<file path="src/rtl/core/sta_pkg.sv">
// Shared types and constants of the sparse triplet adder.
package sta_pkg;

	// Field widths of the beats on the item and result channels.
	localparam int unsigned MODE_W = 2;
	localparam int unsigned IDX_W  = 5;
	localparam int unsigned VAL_W  = 16;
	localparam int unsigned SUM_W  = 17;
	localparam int unsigned ST_W   = 2;

	// Configuration port widths.
	localparam int unsigned DIM_W     = 6;
	localparam int unsigned CFG_IDX_W = 2;

	// Item modes.
	localparam logic [MODE_W-1:0] MODE_LOAD_A = 2'd0;
	localparam logic [MODE_W-1:0] MODE_LOAD_B = 2'd1;
	localparam logic [MODE_W-1:0] MODE_START  = 2'd2;

	// Result status codes.
	localparam logic [ST_W-1:0] ST_TERM     = 2'd0;
	localparam logic [ST_W-1:0] ST_EMPTY    = 2'd1;
	localparam logic [ST_W-1:0] ST_MISMATCH = 2'd2;

	// Configuration register indexes.
	localparam logic [CFG_IDX_W-1:0] CFG_ROWS_A = 2'd0;
	localparam logic [CFG_IDX_W-1:0] CFG_COLS_A = 2'd1;
	localparam logic [CFG_IDX_W-1:0] CFG_ROWS_B = 2'd2;
	localparam logic [CFG_IDX_W-1:0] CFG_COLS_B = 2'd3;

	// One stored nonzero term.
	typedef struct packed {
		logic [IDX_W-1:0]        row;
		logic [IDX_W-1:0]        col;
		logic signed [VAL_W-1:0] value;
	} term_t;

	// Commands from the controller to the datapath.
	typedef struct packed {
		logic load_a;
		logic load_b;
		logic start;
		logic step;
	} dp_cmd_t;

	// Status from the datapath to the controller.
	typedef struct packed {
		logic slot_free;
		logic final_step;
	} dp_status_t;

endpackage

</file>
<file path="src/rtl/core/sta_if.sv">
// Valid/ready channel interfaces for items and results.
interface sta_in_if
	import sta_pkg::*;
();
	logic                    valid;
	logic                    ready;
	logic [MODE_W-1:0]       mode;
	logic [IDX_W-1:0]        row;
	logic [IDX_W-1:0]        col;
	logic signed [VAL_W-1:0] value;

	modport source (output valid, mode, row, col, value, input ready);
	modport sink (input valid, mode, row, col, value, output ready);
endinterface

interface sta_out_if
	import sta_pkg::*;
();
	logic                    valid;
	logic                    ready;
	logic [ST_W-1:0]         status;
	logic [IDX_W-1:0]        out_row;
	logic [IDX_W-1:0]        out_col;
	logic signed [SUM_W-1:0] sum;
	logic                    last;

	modport source (output valid, status, out_row, out_col, sum, last, input ready);
	modport sink (input valid, status, out_row, out_col, sum, last, output ready);
endinterface

</file>
<file path="src/rtl/core/sta_store.sv">
// Term store: one write port, one read port with registered read data.
module sta_store
	import sta_pkg::*;
#(
	parameter int unsigned DEPTH = 32
) (
	input  logic                     clk,
	input  logic                     we,
	input  logic [$clog2(DEPTH)-1:0] waddr,
	input  term_t                    wdata,
	input  logic [$clog2(DEPTH)-1:0] raddr,
	output term_t                    rdata
);

	term_t mem_q [DEPTH];
	term_t rdata_q;

	// Write port.
	always_ff @(posedge clk) begin
		if (we) begin
			mem_q[waddr] <= wdata;
		end
	end

	// Read port, registered every cycle.
	always_ff @(posedge clk) begin
		rdata_q <= mem_q[raddr];
	end

	assign rdata = rdata_q;

endmodule

</file>
<file path="src/rtl/core/sta_dp.sv">
// Datapath: configuration, term stores, counts, merge compare and add, result register.
module sta_dp
	import sta_pkg::*;
#(
	parameter int unsigned MAX_TERMS = 32
) (
	input  logic                    clk,
	input  logic                    arst_n,
	// Configuration writes
	input  logic                    cfg_we,
	input  logic [CFG_IDX_W-1:0]    cfg_idx,
	input  logic [DIM_W-1:0]        cfg_data,
	// Item payload
	input  logic [IDX_W-1:0]        in_row,
	input  logic [IDX_W-1:0]        in_col,
	input  logic signed [VAL_W-1:0] in_value,
	// Controller link
	input  dp_cmd_t                 cmd,
	output dp_status_t              status,
	// Result channel
	output logic                    out_valid,
	input  logic                    out_ready,
	output logic [ST_W-1:0]         out_status,
	output logic [IDX_W-1:0]        out_row,
	output logic [IDX_W-1:0]        out_col,
	output logic signed [SUM_W-1:0] out_sum,
	output logic                    out_last
);

	localparam int unsigned AW = $clog2(MAX_TERMS);
	localparam int unsigned CW = $clog2(MAX_TERMS + 1);
	localparam logic [CW-1:0] CNT_FULL = CW'(MAX_TERMS);

	logic [DIM_W-1:0] rows_a_q, cols_a_q, rows_b_q, cols_b_q;
	logic [CW-1:0]    a_cnt_q, b_cnt_q;
	logic [CW-1:0]    a_idx_q, b_idx_q;
	logic [CW-1:0]    a_idx_d, b_idx_d;
	term_t            wterm;
	term_t            rd_a, rd_b;
	logic             wr_a, wr_b;

	logic a_left, b_left, same_pos, a_first, take_a, take_b;
	logic dims_match, both_empty, merge_last;
	logic [ST_W-1:0]         res_status;
	logic [IDX_W-1:0]        res_row, res_col;
	logic signed [SUM_W-1:0] res_sum;

	logic                    out_valid_q;
	logic [ST_W-1:0]         out_status_q;
	logic [IDX_W-1:0]        out_row_q, out_col_q;
	logic signed [SUM_W-1:0] out_sum_q;
	logic                    out_last_q;

	// Configuration registers.
	always_ff @(posedge clk or negedge arst_n) begin
		if (!arst_n) begin
			rows_a_q <= DIM_W'(1);
			cols_a_q <= DIM_W'(1);
			rows_b_q <= DIM_W'(1);
			cols_b_q <= DIM_W'(1);
		end else if (cfg_we) begin
			unique case (cfg_idx)
				CFG_ROWS_A: rows_a_q <= cfg_data;
				CFG_COLS_A: cols_a_q <= cfg_data;
				CFG_ROWS_B: rows_b_q <= cfg_data;
				CFG_COLS_B: cols_b_q <= cfg_data;
				default: ;
			endcase
		end
	end

	// Loads go to the next free entry; a full store ignores them.
	assign wterm = '{row: in_row, col: in_col, value: in_value};
	assign wr_a  = cmd.load_a && (a_cnt_q < CNT_FULL);
	assign wr_b  = cmd.load_b && (b_cnt_q < CNT_FULL);

	// Merge decision on the current heads of both lists.
	always_comb begin
		a_left   = a_idx_q < a_cnt_q;
		b_left   = b_idx_q < b_cnt_q;
		same_pos = (rd_a.row == rd_b.row) && (rd_a.col == rd_b.col);
		a_first  = (rd_a.row < rd_b.row) || ((rd_a.row == rd_b.row) && (rd_a.col < rd_b.col));
		take_a   = a_left && (!b_left || same_pos || a_first);
		take_b   = b_left && (!a_left || same_pos || !a_first);
	end

	// Next head indexes; they also address the stores so the data is ready next cycle.
	always_comb begin
		if (cmd.start) begin
			a_idx_d = '0;
			b_idx_d = '0;
		end else begin
			a_idx_d = (cmd.step && take_a) ? a_idx_q + 1'b1 : a_idx_q;
			b_idx_d = (cmd.step && take_b) ? b_idx_q + 1'b1 : b_idx_q;
		end
	end

	sta_store #(.DEPTH(MAX_TERMS)) u_store_a (
		.clk   (clk),
		.we    (wr_a),
		.waddr (a_cnt_q[AW-1:0]),
		.wdata (wterm),
		.raddr (a_idx_d[AW-1:0]),
		.rdata (rd_a)
	);

	sta_store #(.DEPTH(MAX_TERMS)) u_store_b (
		.clk   (clk),
		.we    (wr_b),
		.waddr (b_cnt_q[AW-1:0]),
		.wdata (wterm),
		.raddr (b_idx_d[AW-1:0]),
		.rdata (rd_b)
	);

	// Head indexes.
	always_ff @(posedge clk or negedge arst_n) begin
		if (!arst_n) begin
			a_idx_q <= '0;
			b_idx_q <= '0;
		end else begin
			a_idx_q <= a_idx_d;
			b_idx_q <= b_idx_d;
		end
	end

	// Result of this step and whether it ends the merge.
	always_comb begin
		dims_match = (rows_a_q == rows_b_q) && (cols_a_q == cols_b_q);
		both_empty = (a_cnt_q == '0) && (b_cnt_q == '0);
		merge_last = !(a_idx_d < a_cnt_q) && !(b_idx_d < b_cnt_q);
		res_row    = '0;
		res_col    = '0;
		res_sum    = '0;
		if (!dims_match) begin
			res_status = ST_MISMATCH;
		end else if (both_empty) begin
			res_status = ST_EMPTY;
		end else begin
			res_status = ST_TERM;
			res_row    = take_a ? rd_a.row : rd_b.row;
			res_col    = take_a ? rd_a.col : rd_b.col;
			res_sum    = (take_a ? {rd_a.value[VAL_W-1], rd_a.value} : '0)
			           + (take_b ? {rd_b.value[VAL_W-1], rd_b.value} : '0);
		end
	end

	assign status.slot_free  = !out_valid_q || out_ready;
	assign status.final_step = !dims_match || both_empty || merge_last;

	// Term counts; the final step of a merge clears both.
	always_ff @(posedge clk or negedge arst_n) begin
		if (!arst_n) begin
			a_cnt_q <= '0;
			b_cnt_q <= '0;
		end else if (cmd.step && status.final_step) begin
			a_cnt_q <= '0;
			b_cnt_q <= '0;
		end else begin
			if (wr_a) begin
				a_cnt_q <= a_cnt_q + 1'b1;
			end
			if (wr_b) begin
				b_cnt_q <= b_cnt_q + 1'b1;
			end
		end
	end

	// Result register: holds one beat until the sink takes it.
	always_ff @(posedge clk or negedge arst_n) begin
		if (!arst_n) begin
			out_valid_q <= 1'b0;
		end else if (cmd.step) begin
			out_valid_q <= 1'b1;
		end else if (out_ready) begin
			out_valid_q <= 1'b0;
		end
	end

	always_ff @(posedge clk) begin
		if (cmd.step) begin
			out_status_q <= res_status;
			out_row_q    <= res_row;
			out_col_q    <= res_col;
			out_sum_q    <= res_sum;
			out_last_q   <= status.final_step;
		end
	end

	assign out_valid  = out_valid_q;
	assign out_status = out_status_q;
	assign out_row    = out_row_q;
	assign out_col    = out_col_q;
	assign out_sum    = out_sum_q;
	assign out_last   = out_last_q;

endmodule

</file>
<file path="src/rtl/core/sta_ctrl.sv">
// Controller: accepts items, issues load and start commands, steps the merge.
module sta_ctrl
	import sta_pkg::*;
(
	input  logic              clk,
	input  logic              arst_n,
	input  logic              in_valid,
	output logic              in_ready,
	input  logic [MODE_W-1:0] in_mode,
	output dp_cmd_t           cmd,
	input  dp_status_t        status
);

	typedef enum logic {
		S_IDLE,
		S_MERGE
	} state_t;

	state_t state_q;
	logic   accept;

	assign in_ready = (state_q == S_IDLE);
	assign accept   = in_valid && in_ready;

	// Decode the accepted item and step the merge while the result slot is free.
	always_comb begin
		cmd = '0;
		if (accept) begin
			unique case (in_mode)
				MODE_LOAD_A: cmd.load_a = 1'b1;
				MODE_LOAD_B: cmd.load_b = 1'b1;
				MODE_START:  cmd.start  = 1'b1;
				default: ;
			endcase
		end
		cmd.step = (state_q == S_MERGE) && status.slot_free;
	end

	// State register.
	always_ff @(posedge clk or negedge arst_n) begin
		if (!arst_n) begin
			state_q <= S_IDLE;
		end else begin
			unique case (state_q)
				S_IDLE: begin
					if (cmd.start) begin
						state_q <= S_MERGE;
					end
				end
				S_MERGE: begin
					if (cmd.step && status.final_step) begin
						state_q <= S_IDLE;
					end
				end
				default: state_q <= S_IDLE;
			endcase
		end
	end

endmodule

</file>
<file path="src/rtl/core/sparse_triplet_add_top.sv">
// Load items give no result; the item channel stays ready, so the next item is taken in the
// following cycle. A start item moves the controller into its merge state; from there each
// step puts a result in the output register, one result per cycle while the sink takes them,
// and the item channel is not ready until the final step. The output register sets the pace.
// Reset clears both term counts and the merge controller and sets all dimensions to 1;
// the term stores hold no defined contents until loaded.
module sparse_triplet_add_top
	import sta_pkg::*;
#(
	parameter int unsigned MAX_TERMS = 32
) (
	input  logic                 clk,
	input  logic                 arst_n,
	input  logic                 cfg_we,
	input  logic [CFG_IDX_W-1:0] cfg_idx,
	input  logic [DIM_W-1:0]     cfg_data,
	sta_in_if.sink               item,
	sta_out_if.source            result
);

	dp_cmd_t    cmd;
	dp_status_t status;

	sta_ctrl u_ctrl (
		.clk      (clk),
		.arst_n   (arst_n),
		.in_valid (item.valid),
		.in_ready (item.ready),
		.in_mode  (item.mode),
		.cmd      (cmd),
		.status   (status)
	);

	sta_dp #(.MAX_TERMS(MAX_TERMS)) u_dp (
		.clk        (clk),
		.arst_n     (arst_n),
		.cfg_we     (cfg_we),
		.cfg_idx    (cfg_idx),
		.cfg_data   (cfg_data),
		.in_row     (item.row),
		.in_col     (item.col),
		.in_value   (item.value),
		.cmd        (cmd),
		.status     (status),
		.out_valid  (result.valid),
		.out_ready  (result.ready),
		.out_status (result.status),
		.out_row    (result.out_row),
		.out_col    (result.out_col),
		.out_sum    (result.sum),
		.out_last   (result.last)
	);

endmodule

</file>
<file path="src/flat_wrapper.sv">
// flat-port wrapper written by rule: the top's interface ports become plain ports
module sparse_triplet_add_top_flat import sta_pkg::*;
#(
	parameter int unsigned MAX_TERMS = 32
)
  (clk, arst_n, cfg_we, cfg_idx, cfg_data, item_valid, item_mode, item_row, item_col, item_value, item_ready, result_valid, result_status, result_out_row, result_out_col, result_sum, result_last, result_ready);
  sta_in_if item_i ();
  sta_out_if result_i ();
  input  logic clk;
  input  logic arst_n;
  input  logic cfg_we;
  input  logic [CFG_IDX_W-1:0] cfg_idx;
  input  logic [DIM_W-1:0] cfg_data;
  input wire logic [$bits(item_i.valid)-1:0] item_valid;
  input wire logic [$bits(item_i.mode)-1:0] item_mode;
  input wire logic [$bits(item_i.row)-1:0] item_row;
  input wire logic [$bits(item_i.col)-1:0] item_col;
  input wire logic [$bits(item_i.value)-1:0] item_value;
  output wire logic [$bits(item_i.ready)-1:0] item_ready;
  output wire logic [$bits(result_i.valid)-1:0] result_valid;
  output wire logic [$bits(result_i.status)-1:0] result_status;
  output wire logic [$bits(result_i.out_row)-1:0] result_out_row;
  output wire logic [$bits(result_i.out_col)-1:0] result_out_col;
  output wire logic [$bits(result_i.sum)-1:0] result_sum;
  output wire logic [$bits(result_i.last)-1:0] result_last;
  input wire logic [$bits(result_i.ready)-1:0] result_ready;
  assign item_i.valid = item_valid;
  assign item_i.mode = item_mode;
  assign item_i.row = item_row;
  assign item_i.col = item_col;
  assign item_i.value = item_value;
  assign item_ready = item_i.ready;
  assign result_valid = result_i.valid;
  assign result_status = result_i.status;
  assign result_out_row = result_i.out_row;
  assign result_out_col = result_i.out_col;
  assign result_sum = result_i.sum;
  assign result_last = result_i.last;
  assign result_i.ready = result_ready;
  sparse_triplet_add_top #(.MAX_TERMS(MAX_TERMS)) u_core (.clk(clk), .arst_n(arst_n), .cfg_we(cfg_we), .cfg_idx(cfg_idx), .cfg_data(cfg_data), .item(item_i), .result(result_i));
endmodule
</file>
<file path="config.mk">
export PLATFORM = sky130hd
export DESIGN_NAME = sparse_triplet_add_top_flat
export DESIGN_NICKNAME = d
export VERILOG_FILES = /design/src/rtl/core/sta_pkg.sv /design/src/rtl/core/sta_if.sv /design/src/rtl/core/sta_store.sv /design/src/rtl/core/sta_dp.sv /design/src/rtl/core/sta_ctrl.sv /design/src/rtl/core/sparse_triplet_add_top.sv /design/src/flat_wrapper.sv
export SDC_FILE = /design/constraint.sdc
export NUM_CORES = 2
export LEC_CHECK = 0
export BUFFER_PORTS_ARGS = -buffer_cell sky130_fd_sc_hd__clkbuf_2
export CAP_MARGIN = 20
export CORE_UTILIZATION = 28
export CTS_CLUSTER_SIZE = 10
export DETAILED_ROUTE_END_ITERATION = 6
export GPL_TIMING_DRIVEN = 0
export HOLD_SLACK_MARGIN = 0.1
export PLACE_DENSITY = 0.45
export REMOVE_ABC_BUFFERS = 1
export SYNTH_ARGS = -nofsm -noshare
export SYNTH_HDL_FRONTEND = slang
export SYNTH_SLANG_ARGS = --single-unit
</file>
<file path="constraint.sdc">
create_clock -name clk -period 5.2 [get_ports clk]
set_input_delay 1.3 -clock clk [delete_from_list [all_inputs] [get_ports clk]]
set_output_delay 1.3 -clock clk [all_outputs]
set_load 0.05 [all_outputs]
</file>
# Word level (Yosys, flattened, before mapping)
# Memories as Yosys holds them, arrays and structs flattened. A register that Yosys moved wholly into a read port is not among the register bits.
# Index checks and enable logic that the tools add are counted.
# op_classes
order_cmp	8
n_bitwise	2
eq_ne	9
addsub	5
reduce_logical	41
n_mux	26
# op_table
operator	count
two-way mux 6 bit	8
two-way mux 17 bit	2
adder 6 x 1 -> 6 bit, second input constant	4
less-than comparator 6 bit	4
adder 17 bit	1
logical AND 1 bit	14
equality test 6 bit	2
logical NOT 6 bit	2
less-than comparator 6 bit, second input constant	2
two-way mux 1 bit	12
equality test 5 bit	2
less-than comparator 5 bit	2
two-way mux 5 bit	2
logical OR 1 bit	8
AND reduction 2 bit	4
logical NOT 1 bit	7
equality test 2 bit, second input constant	3
nonzero test 2 bit	3
equality test 2 x 1 -> 1 bit, second input constant	2
logical NOT 2 bit	2
two-way mux 3 bit	1
inverter 1 bit	2
one-hot mux 1 bit (2 select lines)	1
OR reduction 2 bit	1
# word_totals
in_bits	41
n_memories	2
ram_bits	1664
word_cells	108
register_bits	80
out_inout_bits	32
# mem_list
memory	depth	word_bits	rd	rd_ports_with_merged_regs	write_ports	line_no	rtl
u_core.u_dp.u_store_a.mem_q	32	26	1	1	1	sta_store.sv:15	term_t mem_q [DEPTH];
u_core.u_dp.u_store_b.mem_q	32	26	1	1	1	sta_store.sv:15	

# Longest topological paths before layout
# logic_depth
depth_word	16
ltp_mapped	23
depth_no_buf	22

# By module
# Synthesis repeated with hierarchy kept, for this count alone.
# hier_totals
cells_unflattened	4204
area_unflattened_um2	71147.0
# modules_own_cells
module	cells_per_inst	seq_area_each_um2	instances	area_each_um2
sta_store	1848	25504.5	2	32961.6
sta_dp	500	2132.0	1	5138.7
sta_ctrl	8	25.0	1	85.1

# Worst setup path before layout
# No wires, ideal clock.
# synth_path
kind	register to register
start	register u_core.u_dp.b_cnt_q[3]
end	register u_core.u_dp.out_sum_q[15] (netlist: u_core.u_dp.out_sum[15]) (data pin)
path_stages_with_launch	22
t_required_ps	4934
path_slack_ps	423
n_path_buf	1
synth_period_minus_slack_ps	4777
arrival_ps	4511
setup_time_ps	266
cell_sequence	dfrtp_1 > clkinv_1 > ha_1 > a21o_1 > a21oi_1 > o221ai_1 > nor3_2 > a21oi_1 > clkbuf_1 > nand2_1 > inv_1 > ha_1 > a21o_1 > a21o_1 > a21oi_1 > o21ai_0 > a2111oi_0 > o31ai_1 > a21o_1 > a21oi_1 > xor2_1 > nor2_1
# synth_via
elab_chain_len	7
elab_cells_between_ends	12
classes_between	1 x add/sub; 1 x order compare; 2 x mux; 8 x reduce/logical
# synth_rtl
element	line_no	rtl
start: declaration	sta_dp.sv:35	logic [CW-1:0] a_cnt_q, b_cnt_q;
start signal: assignment	sta_dp.sv:164	b_cnt_q <= b_cnt_q + 1'b1;
less-than comparator 6 bit	sta_dp.sv:80	b_left = b_idx_q < b_cnt_q;
logical NOT 1 bit	sta_dp.sv:83	take_a = a_left && (!b_left || same_pos || a_first);
logical OR 1 bit (2 in series)	sta_dp.sv:83	
logical AND 1 bit	sta_dp.sv:83	
two-way mux 17 bit	sta_dp.sv:143	res_sum = (take_a ? {rd_a.value[VAL_W-1], rd_a.value} : '0)
adder 17 bit	sta_dp.sv:144	+ (take_b ? {rd_b.value[VAL_W-1], rd_b.value} : '0);
end signal: assignment	sta_dp.sv:185	out_sum_q <= res_sum;
end: declaration	sta_dp.sv:51	logic signed [SUM_W-1:0] out_sum_q;
# Several ways; a longest one is shown, not always the timed one.
# A chain may end at the register's enable or synchronous reset.

# Worst setup path in the final report
# layout_path
start	register u_core.u_dp.b_cnt_q[3]
end	register u_core.u_dp.u_store_a.rdata[16] (netlist name)
# layout_via
elab_chain_len	8
# layout_rtl
element	line_no	rtl
less-than comparator 6 bit	sta_dp.sv:80	
logical NOT 1 bit	sta_dp.sv:83	
logical OR 1 bit (2 in series)	sta_dp.sv:83	
logical AND 1 bit	sta_dp.sv:83	
logical AND 1 bit	sta_dp.sv:93	a_idx_d = (cmd.step && take_a) ? a_idx_q + 1'b1 : a_idx_q;
two-way mux 6 bit	sta_dp.sv:93	
two-way mux 6 bit	sta_dp.sv:89	if (cmd.start) begin
# No other way between the ends.

==> flow_summary.yaml <==
run_status:
  outcome: "complete, but fails checks"
  violations_in_the_final_reports: "design-rule violations"
worst_setup_path:
  critPathCaptureType: "flip-flop"
  timing.critical_path.required_ps: 5940
  timing.critical_path.fanout_max: 62
  launching_element_type_of_the_critical_path: "flip-flop"
  cp_data_arrival_time_ps: 5750
  worstSetupPathType: "reg2reg"
synth:
  synth_ff_type: "sky130_fd_sc_hd__edfxtp_1"
  synth.ff_latch_count: 1796
  synthAdderAreaFrac: 0.01005
  synth_top_area_share: 0.7220
  post_synth_mux_area_share: 0.03554
  synthSimpleGateAreaFrac: 0.1310
  synth_largest_area_cell: "sky130_fd_sc_hd__edfxtp_1"
  most_used_standard_cell_by_instance_count_after_synthesis: "sky130_fd_sc_hd__edfxtp_1"
  synth-compound-area-share: 0.04429
  syn_inst: 4901
  largest_family_of_logic_cells_by_synthesized_area: "simple AND/OR/NAND/NOR gates"
  post_synth_xor_area_fraction: 0.005221
  syn_area_um2: 70460
  synth_seq_area_share: 0.7546
  post_synth_num_cell_types: 62
  synth.area.top_cells: "sky130_fd_sc_hd__edfxtp_1 72%, sky130_fd_sc_hd__nand2_1 6.6%, sky130_fd_sc_hd__mux2i_1 3.1%"
  syn_avg_cell_area_um2: 14.38
  yosys_warnings: 0
  number_of_synthesized_flops_with_an_enable_pin: 1694
  synthArstFlopShare: 0.02784
  top_cells_by_count_synth: "1694 x sky130_fd_sc_hd__edfxtp_1, 1230 x sky130_fd_sc_hd__nand2_1, 340 x sky130_fd_sc_hd__nand3_1"
finish:
  finalNonFillerCells: 8607
  num-nets-final: 5221
  synthToLayoutAreaGrowth_pct: 20.80
  layout-drive-gt1-share: 0.1286
global_routing:
  vias_in_the_first_global_route: 40740
  initial_antenna_violation_count: 11
  grt.total_usage: 0.1655
  first_pass_grt_wire_length_um: 303100
  peak_usage_layer_in_the_global_routing_report: "met2"
  globalRouteMet3Util: 0.02771
  use_met1: 0.2321
  grt_remaining_overflow: 0
  maximum_number_of_pins_on_one_net_before_global_route_repair: 101
  grt_use_met2: 0.2648
cts:
  cts-buffers-inserted: 200
  cts_buffer_depth: 3
  h-tree-depth: 4
  clock_tree.root_cell: "sky130_fd_sc_hd__clkbuf_16"
  clk-insertion-delay-late_ps: 820
  clkTransAtPathRegs_ps: 60
  tritoncts_num_sinks: 1796
  ctsHoldBuffers: 0
  tritoncts: "built"
sta:
  grt_setup_unrepaired: "no"
  worst_slew_margin_rel: 0.3107
  timing_max_transition_violations_final: 0
  layout_min_cycle_time_ps: 5013
  clock-skew-final_ps: 43.18
  final.setup.worst_slack_ps: 187.3
  fmax_mhz: 199.5
  post-route-period-util: 0.9640
  setup_violations: 0
  tightestPinTransition_ps: 1032
  timing.final.hold_violations: 0
  timing.hold.ws_ps: 520.7
floorplanning:
  design.die.area_um2: 253600
  die-width_um: 503.6
  die_h_um: 503.6
  start_util: 0.2826
  pin_count: 73
  core.rowCount: 183
  core_region_area_um2: 249300
pwr:
  leakage_power_nw: 27.58
  ir_drop_mv: 0.4131
  switching_share: 0.3337
  cell_internal_pwr_w: 0.02815
  p_sw_w: 0.01410
  share_seq_of_total_power: 0.393
  cellPowerDensity_nw_per_um2: 496.4
  combinationalPowerShare: 0.300
  power_frac_clock: 0.307
placed_design:
  routabilityCongestion: 0.7639
  numPlacedInstances: 8219
  port_buffers: 72
  hpwlAfterDp_um: 130600
  post-place-ws_ps: -1279
worst_hold_path:
  min_path_type: "reg2reg"
routing:
  ant_nets: 0
  via_per_inst: 4.900
  drc: 2
  drt-wirelength-per-cell_um: 24.76
  wirelength_um: 213100
  detail_route.first_pass.iterations: 7
  route.vias.total: 42180
  drt_iter0_drc: 3854
flow_run:
  maxCapViolations: 0
## sequential cells by signal, summed over array words and instances (netlist names)
register,cells
u_core.u_dp.out_sum,17
u_core.u_dp.rows_b_q,6
u_core.u_dp.a_cnt_q,6
u_core.u_dp.u_store_a.mem_q,832
u_core.u_dp.out_status,2
u_core.u_dp.a_idx_q,6
u_core.u_dp.cols_a_q,6
u_core.u_dp.out_col,5
u_core.u_dp.out_valid,1
u_core.u_dp.u_store_b.mem_q,832
u_core.u_dp.out_row,5
u_core.u_dp.out_last,1
u_core.u_dp.u_store_a.rdata,26
u_core.u_dp.cols_b_q,6
u_core.u_dp.b_idx_q,6
u_core.u_dp.b_cnt_q,6
u_core.u_dp.u_store_b.rdata,26
u_core.u_ctrl.state_q,1
u_core.u_dp.rows_a_q,6
## repair_timing
| action | CTS | global route |
|---|---|---|
| gates cloned | 6 | 3 |
| setup buffers | 9 | 15 |
| pin swaps | 4 | 12 |
| gates resized for setup | 30 | 16 |
| endpoints found under the setup margin | 72 | 27 |
## power by group through the flow
stage / registers, W / logic [W] / clock network (W)
after floorplan: 0.0169 / 0.00725 / 0
after global placement: 0.0169 / 0.0100 / 0
after detailed placement: 0.0169 / 0.0122 / 0
after CTS: 0.0166 / 0.0126 / 0.0132
after global routing: 0.0166 / 0.0137 / 0.0138
final: 0.0166 / 0.0127 / 0.0130
## worst paths after layout
kind	cells after the start	start	slack, ps	end
max	18	u_core.u_dp.b_cnt_q[3]$_DFFE_PN0P_	190	u_core.u_dp.u_store_a.rdata[16]$_DFF_P_
min	1	u_core.u_dp.cols_b_q[1]$_DFFE_PN0P_	520	u_core.u_dp.cols_b_q[1]$_DFFE_PN0P_
max reg2reg	18	u_core.u_dp.b_cnt_q[3]$_DFFE_PN0P_	190	u_core.u_dp.u_store_a.rdata[16]$_DFF_P_
min reg2reg	1	u_core.u_dp.cols_b_q[1]$_DFFE_PN0P_	520	u_core.u_dp.cols_b_q[1]$_DFFE_PN0P_
max in group asynchronous	1	arst_n	4030	u_core.u_dp.b_idx_q[3]$_DFF_PN0_
min in group asynchronous	1	arst_n	610	u_core.u_dp.rows_b_q[1]$_DFFE_PN0P_
## cells in the final DEF (no fill, tap or decap), types with 5 or more instances in the layout
cell | synthesis | routed
sky130_fd_sc_hd__edfxtp_1 | 1694 | 1694
sky130_fd_sc_hd__nand2_1 | 1230 | 1230
sky130_fd_sc_hd__nand3_1 | 340 | 340
sky130_fd_sc_hd__mux2i_1 | 217 | 215
sky130_fd_sc_hd__a32oi_1 | 209 | 209
sky130_fd_sc_hd__clkbuf_16 | 0 | 207
sky130_fd_sc_hd__nand4_1 | 171 | 171
sky130_fd_sc_hd__clkbuf_1 | 164 | 126
sky130_fd_sc_hd__buf_12 | 0 | 90
sky130_fd_sc_hd__nand4b_1 | 79 | 79
sky130_fd_sc_hd__a21oi_1 | 77 | 74
sky130_fd_sc_hd__clkbuf_2 | 0 | 70
sky130_fd_sc_hd__nor2_4 | 0 | 67
sky130_fd_sc_hd__buf_16 | 0 | 67
sky130_fd_sc_hd__ha_1 | 55 | 54
sky130_fd_sc_hd__dfxtp_1 | 52 | 50
sky130_fd_sc_hd__dfrtp_1 | 46 | 46
sky130_fd_sc_hd__nor2_1 | 107 | 38
sky130_fd_sc_hd__and3_1 | 33 | 32
sky130_fd_sc_hd__inv_1 | 32 | 31
sky130_fd_sc_hd__and2_1 | 34 | 30
sky130_fd_sc_hd__a32o_1 | 25 | 25
sky130_fd_sc_hd__buf_4 | 14 | 25
sky130_fd_sc_hd__mux2_2 | 25 | 24
sky130_fd_sc_hd__buf_6 | 2 | 23
sky130_fd_sc_hd__a2111oi_0 | 27 | 22
sky130_fd_sc_hd__xnor2_1 | 22 | 21
sky130_fd_sc_hd__xor2_1 | 20 | 20
sky130_fd_sc_hd__buf_8 | 0 | 18
sky130_fd_sc_hd__nor3_1 | 18 | 17
sky130_fd_sc_hd__a21o_1 | 10 | 10
sky130_fd_sc_hd__o21ai_0 | 11 | 9
sky130_fd_sc_hd__nor2b_1 | 8 | 8
sky130_fd_sc_hd__nand2b_1 | 10 | 8
sky130_fd_sc_hd__diode_2 | 0 | 6
sky130_fd_sc_hd__clkinv_2 | 0 | 5
sky130_fd_sc_hd__clkinv_8 | 0 | 5
sky130_fd_sc_hd__bufbuf_16 | 0 | 5
## final cells by class
cell class	count	area, um2
fillers	23920	164200
flip-flops and latches	1796	53170
multi-input cells	2783	16750
clock buffers	332	5605
repair buffers	304	4976
well taps	3330	4167
clock inverters	17	239.0
inverters	38	182.7
diodes	6	15.01
repair inverters	1	8.758
## layer usage
layer  part of all wire  wire, um  vias to the layer above
li1                   -         -                    19000
met1               0.45     96490                    21680
met2               0.47    100000                     1232
met3              0.058     12330                      260
met4              0.020      4236                        2
met5           0.000061        13                        -
## through the flow
| step | area [um2] | TNS, ps | utilization | total power, W |
|---|---|---|---|---|
| floorplan | 69240 | -1028140 | - | 0.02413 |
| global placement | 73770 | -4987170 | 0.2958 | 0.02690 |
| detailed placement | 78640 | -59600 | 0.3154 | 0.02907 |
| CTS | 84840 | 0 | 0.3402 | 0.04247 |
| global route | 85100 | 0 | 0.3413 | 0.04413 |
| finish | 85110 | 0 | 0.3413 | 0.04225 |
## critical path, stage by stage, from the launching register on
cell and delay, ps:
sky130_fd_sc_hd__dfrtp_1 430, sky130_fd_sc_hd__clkinv_2 190, sky130_fd_sc_hd__ha_1 370, sky130_fd_sc_hd__a21o_1 170, sky130_fd_sc_hd__a21oi_1 160, sky130_fd_sc_hd__o221ai_2 200, sky130_fd_sc_hd__nor3_4 300, sky130_fd_sc_hd__a211o_4 280
sky130_fd_sc_hd__mux2i_4 310, sky130_fd_sc_hd__buf_16 200, sky130_fd_sc_hd__buf_12 200, sky130_fd_sc_hd__buf_12 220, sky130_fd_sc_hd__inv_16 140, sky130_fd_sc_hd__buf_16 230, sky130_fd_sc_hd__buf_16 230, sky130_fd_sc_hd__mux2i_1 190
sky130_fd_sc_hd__a32oi_1 360, sky130_fd_sc_hd__nand4_1 380, sky130_fd_sc_hd__nand4_1 240
## kinds of logic after synthesis
logic type	Yosys count
fa+ha+maj	56
mux	245
simple gates	2048
xor+xnor	42
flops	1796
buf+inv	322
compound gates	392
Note: power is estimated with default switching activity, not from simulation.
